`config.mk`:
```
export PLATFORM = sky130hd
export DESIGN_NAME = rsc_front
export DESIGN_NICKNAME = d
export VERILOG_FILES = /design/src/design/rsc_pkg.sv /design/src/design/rsc_front.sv
export SDC_FILE = /design/constraint.sdc
export NUM_CORES = 1
export LEC_CHECK = 0
export BUFFER_PORTS_ARGS = -buffer_cell sky130_fd_sc_hd__buf_4
export CAP_MARGIN = 20
export CORE_UTILIZATION = 58
export CTS_CLUSTER_SIZE = 30
export DETAILED_ROUTE_END_ITERATION = 10
export GPL_ROUTABILITY_DRIVEN = 0
export GPL_TIMING_DRIVEN = 0
export PLACE_DENSITY = 0.88
export SLEW_MARGIN = 20
export SYNTH_ARGS = -nofsm -noshare
export SYNTH_HDL_FRONTEND = slang
export SYNTH_SLANG_ARGS = --single-unit
```
`constraint.sdc`:
```
create_clock -name clk -period 6.4 [get_ports clk]
set_input_delay 0.32 -clock clk [delete_from_list [all_inputs] [get_ports clk]]
set_output_delay 0.32 -clock clk [all_outputs]
set_load 0.005 [all_outputs]
```
`src/design/rsc_pkg.sv`:
```
// Shared types, constants and helper functions of the rectangle segment clipper.
`timescale 1ns / 1ps
`default_nettype none
package rsc_pkg;

  localparam int CW      = 16;                          // coordinate width
  localparam int DW      = CW + 1;                      // coordinate difference width
  localparam int UW      = 2 * CW + 3;                  // line function width
  localparam int DSTEP   = 4;                           // quotient bits per divider stage
  localparam int DSTAGES = (UW + DSTEP - 1) / DSTEP;    // divider step stages
  localparam int NPW     = DSTAGES * DSTEP;             // padded dividend width

  typedef logic signed [CW-1:0] coord_t;
  typedef logic signed [DW-1:0] diff_t;
  typedef logic signed [UW-1:0] wide_t;

  typedef enum logic [1:0] {
    SIDE_LEFT,
    SIDE_TOP,
    SIDE_RIGHT,
    SIDE_BOTTOM
  } side_t;

  typedef enum logic [1:0] {
    REG_LEFT,
    REG_RIGHT,
    REG_BOTTOM,
    REG_TOP
  } reg_idx_t;

  localparam coord_t LEFT_RST   = coord_t'(0);
  localparam coord_t RIGHT_RST  = coord_t'(639);
  localparam coord_t BOTTOM_RST = coord_t'(0);
  localparam coord_t TOP_RST    = coord_t'(479);

  typedef struct packed {
    coord_t l;
    coord_t r;
    coord_t b;
    coord_t t;
  } window_t;

  typedef struct packed {
    coord_t x1;
    coord_t y1;
    coord_t x2;
    coord_t y2;
    logic   vis;       // not trivially rejected
    logic   general;   // neither horizontal nor vertical
    logic   crossed;   // some corner sign change seen
  } item_t;

  typedef struct packed {
    logic do_move;
    logic tgt2;        // move the upper endpoint
    logic axis_y;      // quotient is a y coordinate
    logic den_zero;
  } move_t;

  typedef struct packed {
    item_t item;
    move_t move;
  } band_t;

  typedef struct packed {
    logic [DW-1:0]  rem;
    logic [NPW-1:0] mq;
  } div_state_t;

  // DSTEP restoring division steps; dividend shifts out of mq, quotient shifts in
  function automatic div_state_t div_steps(div_state_t s, logic [DW-1:0] dm);
    div_state_t r;
    logic [DW:0] t;
    r = s;
    for (int i = 0; i < DSTEP; i++) begin
      t = {r.rem, r.mq[NPW-1]};
      r.mq = {r.mq[NPW-2:0], 1'b0};
      if (t >= {1'b0, dm}) begin
        t = t - {1'b0, dm};
        r.mq[0] = 1'b1;
      end
      r.rem = t[DW-1:0];
    end
    return r;
  endfunction

endpackage
`default_nettype wire

```
`src/design/rsc_front.sv`:
```
// Front stages: trivial reject, ordering by y, clamping of flat segments.
`timescale 1ns / 1ps
`default_nettype none
module rsc_front (
  input  wire logic             clk,
  input  wire logic             rst,
  input  wire logic             en,
  input  wire rsc_pkg::window_t win,
  input  wire logic             in_valid,
  input  wire rsc_pkg::coord_t  sx,
  input  wire rsc_pkg::coord_t  sy,
  input  wire rsc_pkg::coord_t  ex,
  input  wire rsc_pkg::coord_t  ey,
  output logic                  out_valid,
  output rsc_pkg::item_t        out_item
);

  logic            v1;
  logic            rej1;
  rsc_pkg::coord_t ax, ay, bx, by;
  logic            rej;

  always_comb begin
    rej = (sx < win.l && ex < win.l) || (sx > win.r && ex > win.r) ||
          (sy < win.b && ey < win.b) || (sy > win.t && ey > win.t);
  end

  always_ff @(posedge clk) begin
    if (rst) begin
      v1 <= 1'b0;
    end else if (en) begin
      v1 <= in_valid;
    end
    if (en) begin
      ax   <= sx;
      ay   <= sy;
      bx   <= ex;
      by   <= ey;
      rej1 <= rej;
    end
  end

  rsc_pkg::item_t it;
  rsc_pkg::coord_t tx;

  always_comb begin
    it.x1 = ax;
    it.y1 = ay;
    it.x2 = bx;
    it.y2 = by;
    if (ay > by) begin
      it.x1 = bx;
      it.y1 = by;
      it.x2 = ax;
      it.y2 = ay;
    end
    tx = it.x1;
    if (it.y1 == it.y2) begin
      if (it.x1 > it.x2) begin
        it.x1 = it.x2;
        it.x2 = tx;
      end
      if (it.x1 < win.l) it.x1 = win.l;
      if (it.x2 > win.r) it.x2 = win.r;
    end else if (it.x1 == it.x2) begin
      if (it.y1 < win.b) it.y1 = win.b;
      if (it.y2 > win.t) it.y2 = win.t;
    end
    it.vis     = !rej1;
    it.general = !rej1 && (ay != by) && (ax != bx);
    it.crossed = 1'b0;
  end

  always_ff @(posedge clk) begin
    if (rst) begin
      out_valid <= 1'b0;
    end else if (en) begin
      out_valid <= v1;
    end
    if (en) begin
      out_item <= it;
    end
  end

endmodule
`default_nettype wire

```
# --- Word-level counts from Yosys, hierarchy flattened ---
# Cells that the tools add are included.
word_totals:
  input_bits: 132
  regBits: 133
  word_cells: 56
  output_inout_bits: 68
op_classes:
  reduce_logical: 10
  n_lt_le_gt_ge: 14
  n_eq_ne: 4
  n_mux: 15
op_table:
  columns: ["operator", "count"]
  rows:
  - ["$mux 16", 14]
  - ["$gt 16x16->1", 8]
  - ["$lt 16x16->1", 6]
  - ["$mux 64", 1]
  - ["$eq 16x16->1", 2]
  - ["$ne 16x16->1", 2]
  - ["$logic_and 1x1->1", 6]
  - ["$logic_or 1x1->1", 3]
  - ["$logic_not 1->1", 1]

# --- Longest topological paths before layout ---
# Gate-level depths: netlist of run 1.
depth:
  word_depth: 8
  ltp_mapped: 26

# --- Worst setup path after synthesis of run 1 ---
# Ideal clock, no wire load.
synth_path:
  path_type: "flip-flop to flip-flop"
  startpoint: "reg ay[15]"
  endpoint: "reg out_item[57] in the netlist's numbering, data pin"
  period_less_slack_ps: 5705
  required_time_ps: 6135
  t_arrival_ps: 5439
  path_stages_with_launch: 24
  path_slack_ps: 695
  n_path_buf: 2
  path_cell_list: "edfxtp_1 ha_1 nand4_1 or4_1 a21o_1 a21o_1 and2_4 a311o_1 a21oi_2 xnor2_2 clkbuf_1 nand2_1 o21ai_1 ha_1 a21o_1 a21o_1 a21oi_1 o211ai_1 a2111o_1 a221o_2 o22ai_4 buf_4 mux2i_1 a21oi_1"
synth_lines:
  columns: ["item", "line_no", "text"]
  rows:
  - ["start: declaration", "rsc_front.sv:20", "rsc_pkg::coord_t ax, ay, bx, by;"]
  - ["start signal: assignment", "rsc_front.sv:36", "ay <= sy;"]
  - ["end signal: assignment", "rsc_front.sv:81", "out_item <= it;"]
  - ["end: declaration", "rsc_front.sv:15", "output rsc_pkg::item_t out_item"]

==> impl_metrics.env, run 1 <==
export IMPL_ant_nets=0
export IMPL_worstPathCellList="xor2_1 -> or4_1 -> clkbuf_1 -> nor4_2 -> and4_1 -> a311o_1 -> a21oi_4 -> xnor2_4 -> buf_6 -> nand2_1 -> o21ai_1 -> ha_1 -> a21o_1 -> a21o_1 -> a21oi_4 -> a211oi_1 -> a2111o_1 -> a221o_2 -> o22ai_4 -> o21ai_4 -> a221oi_4"
export IMPL_worst_slew_pin_slew_ps=1090
export IMPL_netSwitchingFraction_pct=35.3
export IMPL_place_hpwl_mm=27.8
export IMPL_cts_buffer_depth=2
export IMPL_worstPathRequired_ps=6620
export IMPL_drt_wl_total_mm=37.4
export IMPL_initial_utilization_pct=59.2
export IMPL_timing_setup_tns_ps=0
export IMPL_synthesis_area_sq_mm=0.0115
export IMPL_path_clk_slew_ps=60
export IMPL_final_cells=1669
export IMPL_finalMaxSlewViolations=0
export IMPL_slowest_delay_ps=530
export IMPL_yosysWarnings=0
export IMPL_synthesis_nets=1487
export IMPL_io_pins=200
export IMPL_synthArstFlopShare_pct=0
export IMPL_path_delay_family="compound AO/OA/AOI/OAI gates"
export IMPL_clkLatencyLatePin_ps=430
export IMPL_cts_root_buf="clkbuf_16"
export IMPL_die_w_microns=143
export IMPL_fillers=1268
export IMPL_area_delta_synth_final_pct=23.9
export IMPL_fin_skew_ps=8.13
export IMPL_grtUsageTotal_pct=36.3
export IMPL_worstSetupEndpointType="flop"
export IMPL_maxCapViolCount=0
export IMPL_first_pass_iters=9
export IMPL_coreArea_sq_mm=0.0195
export IMPL_hold_end="v1"
export IMPL_synth_avg_cell_area_sq_um=10.0
export IMPL_synth_edf_count=131
export IMPL_drive_above_1_share_pct=24.1
export IMPL_utilization_pct=73.4
export IMPL_grt_pass1_vias=10600
export IMPL_p_int_mw=2.35
export IMPL_r2r_start="bx[15]"
export IMPL_row_count=51
export IMPL_p_clk_share_pct=27.7
export IMPL_numCtsBuffers=17
export IMPL_ctsHoldBuffers=0
export IMPL_grt_max_degree=72
export IMPL_start_kind="flop"
export IMPL_p_seq_share_pct=31.4
export IMPL_hold_path_class="in -> reg"
export IMPL_hp_start="rst"
export IMPL_antenna_found_initial=0
export IMPL_yosysSeqAreaShare_pct=34.5
export IMPL_crit_buf_inv=2
export IMPL_ys_types=72
export IMPL_drt_iter0_drc=1650
export IMPL_fin_crit_ps=6390
export IMPL_total_leakage_power_nw=6.64
export IMPL_finalSetupViolations=0
export IMPL_drt_vias_per_instance=6.62
export IMPL_r2r_slack_ps=6
export IMPL_worstPathArrival_ps=6620
export IMPL_synth_seq_cells=133
export IMPL_slowest_stage="edfxtp_1"
export IMPL_period_share_pct=99.9
export IMPL_p_total_mw=3.63
export IMPL_cts_sinks=133
export IMPL_layout_common_cells="buf_4 (217), ha_1 (201), edfxtp_1 (131), inv_1 (108), a21oi_1 (75)"
export IMPL_htreeDepth=4
export IMPL_avgRoutedWirePerCell_microns=22.4
export IMPL_status="completed"
export IMPL_gr_total_overflow=0
export IMPL_powerDensity_mw_per_mm2=254
export IMPL_timing_rr_end="out_item[59]"
export IMPL_grt_pass1_wl_mm=55.5
export IMPL_hold_viol=0
export IMPL_p_comb_share_pct=41.0
export IMPL_dr_total_vias=11100
export IMPL_ir_drop_v=0.000216
export IMPL_critPathKind="reg -> reg"
export IMPL_route_detailed_drc=0
export IMPL_dp_cells=1618
export IMPL_die_area_sq_mm=0.0204
export IMPL_nNetsFinal=1725
export IMPL_diodes=0
export IMPL_die_y_microns=143
export IMPL_port_buffers=198
export IMPL_mostFrequentLayoutCell="buf_4"
export IMPL_r2r_cells=21
export IMPL_synthesis_instances=1153
export IMPL_tritoncts="yes"
export IMPL_min_path_cells=2
export IMPL_maxSlewHeadroom_pct=26.8
export IMPL_path_max_fanout=10
export IMPL_p_switching_mw=1.28
export IMPL_max_freq_mhz=156
export IMPL_synth_ff_type="edfxtp_1"
[Yosys cell counts, types with 8 or more instances]
master	n	share of area, %
ha_1	202	22
edfxtp_1	131	34
inv_1	108	3.5
a21oi_1	76	3.3
o21ai_0	69	3.0
nand2_1	59	1.9
nor2_1	58	1.9
a21o_1	55	3.6
nand4_1	33	1.8
mux2i_1	31	2.7
mux2_2	29	2.8
nand2b_1	28	1.5
clkbuf_1	24	0.78
nor2b_1	24	1.3
nand3_1	21	0.91
o21a_1	17	1.1
nor4_1	14	0.76
mux2_1	12	1.2
maj3_1	11	0.95
o21ai_1	11	0.48
a211oi_1	10	0.65
o22ai_1	10	0.54
a221oi_2	9	1.2
nor3_1	8	0.35
[worst max-delay path by stage]
stage / to / start / slack (ps) / depth (start not counted)
floorplan: out_item[57] / ay[15] / 700 / 23
global placement: out_item[27] / ay[15] / -960 / 21
detailed placement: out_item[27] / ay[15] / -660 / 22
CTS: out_item[59] / ay[15] / 3 / 22
global route: out_item[61] / ay[15] / -120 / 24
finish: out_item[59] / bx[15] / 6 / 21
[flip-flops by register name, indices dropped and copies added (netlist names)]
signal and count:
rej1 1, by 16, out_item 66, v1 1, ay 16, bx 16
out_valid 1, ax 16
[power by group through the flow]
stage                     Sequential [mW]  Clock, mW  Combinational, mW
final                                1.14       1.00               1.49
after global routing                 1.15       1.04               1.59
after CTS                            1.14       1.00               1.34
after detailed placement             1.15          0               1.30
after global placement               1.15          0               1.24
after floorplan                      1.14          0              0.812
[timing repair]
item | in CTS | in global routing
gates cloned | 0 | 2
setup buffers | 0 | 17
hold endpoints to repair | 0 | 0
pin swaps | 1 | 6
resized for setup | 17 | 28
setup endpoints to repair | 58 | 58
[routing by layer]
layer,up-vias,part of all wire [%],track usage [%]
met3,265,12,8.58
met2,907,45,57.7
met5,-,0,0
li1,4827,-,-
met1,5057,36,44.0
met4,0,6.7,23.4
[metrics by stage]
stage          hold slack [ps]  setup WS [ps]  instance area [sq um]
2_1_floorplan              392            695                  11500
3_3_place_gp               475           -965                  13300
3_5_place_dp               492           -657                  13400
4_1_cts                   43.1           2.67                  14000
5_1_grt                   46.5           -118                  14300
6_report                  51.0           5.67                  14300
[cells by family after synthesis]
| kind of cell | synth area share, % |
|---|---|
| AOI/OAI and AO/OA | 17.7 |
| and+or+nand+nor | 12.2 |
| adders and majority gates | 22.9 |
| buffers and inverters | 4.98 |
| DFF | 34.5 |
| muxes | 6.69 |
| xor gates and xnor gates | 1.05 |
| other | 0.0325 |
[cell type report]
type,count,area (sq um),area share (%)
well taps,265,332,2.32
clock inverters,14,160,1.12
flip-flops and latches,133,3970,27.8
clock buffers,18,429,3.00
plain buffers,36,211,1.48
repair buffers,218,1660,11.6
multi-input cells,876,7110,49.8
inverters,109,409,2.86
(Power assumes the default switching activity.)
==> inputs of run 2 (changes only) <==
--- a/config.mk
+++ b/config.mk
@@ -7,12 +7,12 @@
 export LEC_CHECK = 0
 export BUFFER_PORTS_ARGS = -buffer_cell sky130_fd_sc_hd__buf_4
 export CAP_MARGIN = 20
-export CORE_UTILIZATION = 58
+export CORE_UTILIZATION = 40
 export CTS_CLUSTER_SIZE = 30
 export DETAILED_ROUTE_END_ITERATION = 10
 export GPL_ROUTABILITY_DRIVEN = 0
 export GPL_TIMING_DRIVEN = 0
-export PLACE_DENSITY = 0.88
+export PLACE_DENSITY = 0.66
 export SLEW_MARGIN = 20
 export SYNTH_ARGS = -nofsm -noshare
 export SYNTH_HDL_FRONTEND = slang
==> run 2 against run 1 <==
  * Critical path type unchanged
  * First-iteration DRC count fell by 42%
  * Cell count rose by 6.1%
  * Total power fell by 0.23%
  * Clock-buffer cell count fell by 1
  * Worst hold slack got worse by 7.9 ps
  * Non-clock buffer count fell by 11
==> impl_metrics.env, run 2 (same netlist as run 1, synthesis figures left out) <==
export IMPL_status="completed"
export IMPL_hold_end="v1"
export IMPL_path_clk_slew_ps=70
export IMPL_seqCellArea_sq_mm=0.00397
export IMPL_port_buffers=198
export IMPL_multi_input_area_sq_mm=0.00711
export IMPL_crit_buf_inv=3
export IMPL_min_path_cells=2
export IMPL_grt_pass1_wl_mm=53.8
export IMPL_finalSetupViolations=0
export IMPL_dr_total_vias=10200
export IMPL_worstPathArrival_ps=6400
export IMPL_mostFrequentLayoutCell="buf_4"
export IMPL_ir_drop_v=0.000209
export IMPL_hp_start="rst"
export IMPL_io_pins=200
export IMPL_rsz0062_at_grt="true"
export IMPL_nNetsFinal=1713
export IMPL_utilization_pct=51.3
export IMPL_worstPathRequired_ps=6550
export IMPL_r2r_slack_ps=150
export IMPL_grt_pass1_vias=9821
export IMPL_htreeDepth=4
export IMPL_worstPathCellList="xor2_1 -> or4_1 -> clkbuf_1 -> nor4_2 -> and4_2 -> a311o_1 -> a21oi_4 -> xnor2_4 -> buf_8 -> nand2_1 -> o21ai_1 -> ha_1 -> a21o_1 -> a21o_1 -> a21oi_4 -> o211ai_1 -> a2111o_1 -> a221o_2 -> o22ai_4 -> buf_2 -> a211oi_1"
export IMPL_start_kind="flop"
export IMPL_die_area_sq_mm=0.0295
export IMPL_gr_total_overflow=0
export IMPL_max_freq_mhz=160
export IMPL_slowest_delay_ps=540
export IMPL_row_count=61
export IMPL_path_max_fanout=10
export IMPL_finalMaxSlewViolations=0
export IMPL_hold_viol=0
export IMPL_drt_vias_per_instance=5.74
export IMPL_layout_common_cells="buf_4 (208), ha_1 (202), edfxtp_1 (131), inv_1 (108), a21oi_1 (74)"
export IMPL_worst_slew_pin_slew_ps=1030
export IMPL_coreArea_sq_mm=0.0281
export IMPL_p_total_mw=3.62
export IMPL_timing_rr_end="out_item[66]"
export IMPL_hold_path_class="in -> reg"
export IMPL_first_pass_iters=6
export IMPL_grtUsageTotal_pct=24.6
export IMPL_place_hpwl_mm=28.8
export IMPL_critPathKind="reg -> reg"
export IMPL_drive_above_1_share_pct=24.0
export IMPL_antenna_found_initial=0
export IMPL_fillers=2600
export IMPL_clkLatencyLatePin_ps=440
export IMPL_fin_crit_ps=6250
export IMPL_total_leakage_power_nw=6.61
export IMPL_die_w_microns=172
export IMPL_route_detailed_drc=0
export IMPL_grt_max_degree=90
export IMPL_slowest_stage="edfxtp_1"
export IMPL_avgRoutedWirePerCell_microns=20.6
export IMPL_area_delta_synth_final_pct=24.8
export IMPL_drt_iter0_drc=957
export IMPL_maxCapViolCount=0
export IMPL_r2r_cells=21
export IMPL_powerDensity_mw_per_mm2=252
export IMPL_initial_utilization_pct=41.1
export IMPL_die_y_microns=172
export IMPL_hold_slack_ps=43.1
export IMPL_fin_skew_ps=12.3
export IMPL_diodes=0
export IMPL_ant_nets=0
export IMPL_timing_setup_tns_ps=0
export IMPL_period_share_pct=97.7
export IMPL_drt_wl_total_mm=36.5
export IMPL_cts_sinks=133
export IMPL_cts_root_buf="clkbuf_16"
export IMPL_worstSetupEndpointType="flop"
export IMPL_path_delay_family="compound AO/OA/AOI/OAI gates"
export IMPL_maxSlewHeadroom_pct=30.9
export IMPL_numCtsBuffers=17
export IMPL_tritoncts="yes"
export IMPL_cts_buffer_depth=2
export IMPL_top_register="out_item"
export IMPL_largest_reg_flops=66
export IMPL_r2r_start="bx[15]"
==> run 2: cell types whose count changed in the layout (fill, tap and decap cells not counted), sizes merged <==
cell,delta
buf,-14
clkbuf,+2
clkinv,-3
clkinvlp,-1
inv,+5
o21ai,-1
==> run 2: stage by stage <==
stage          worst slack (ps)  area, sq um  std cells
2_1_floorplan               695        11500       1153
3_3_place_gp              -1360        13500       1729
3_5_place_dp               -960        13500       1731
4_1_cts                    9.25        14200       1763
5_1_grt                   -10.1        14400       1770
6_report                    150        14400       1770
==> run 2: where the power goes <==
part	switching, mW	internal, mW
registers	0.0515	1.08
clock network	0.429	0.624
logic	0.801	0.637
==> run 2: how the worst max path moves through the flow <==
stage / cells past startpoint / to / start
6_report: 21 / out_item[66] / bx[15]
5_1_grt: 23 / out_item[52] / ay[15]
4_1_cts: 23 / out_item[52] / ay[15]
3_5_place_dp: 22 / out_item[27] / ay[15]
3_3_place_gp: 21 / out_item[29] / ay[15]
2_1_floorplan: 23 / out_item[57] / ay[15]
==> run 2: per-layer routing <==
layer	track usage (%)	vias up	part of all wire (%)
met2	40.7	455	46
met3	3.01	84	7.0
met5	0	-	0
li1	-	4794	-
met1	32.4	4830	44
met4	10.4	0	3.1
==> run 2: final cells by class <==
class	count	share of cell area, %
multi-input cells	875	49.4
flip-flops and latches	133	27.6
repair buffers	208	11.0
well taps	378	3.29
clock buffers	17	2.96
inverters	109	2.84
plain buffers	35	1.51
clock inverters	15	1.36
==> run 2: timing repair <==
item / CTS / global route
setup endpoints to repair: 63 / 52
setup buffers: 1 / 7
gates resized for setup: 23 / 33
hold buffers: 0 / 0
pin swaps: 1 / 4
==> run 2: worst reg2reg max path, stage by stage, from the launching register on <==
cell and delay, ps:
edfxtp_1 540, xor2_1 250, or4_1 490, clkbuf_1 180, nor4_2 530, and4_2 490
a311o_1 210, a21oi_4 70, xnor2_4 350, buf_8 190, nand2_1 60, o21ai_1 80
ha_1 260, a21o_1 170, a21o_1 200, a21oi_4 200, o211ai_1 120, a2111o_1 430
a221o_2 330, o22ai_4 220, buf_2 450, a211oi_1 160
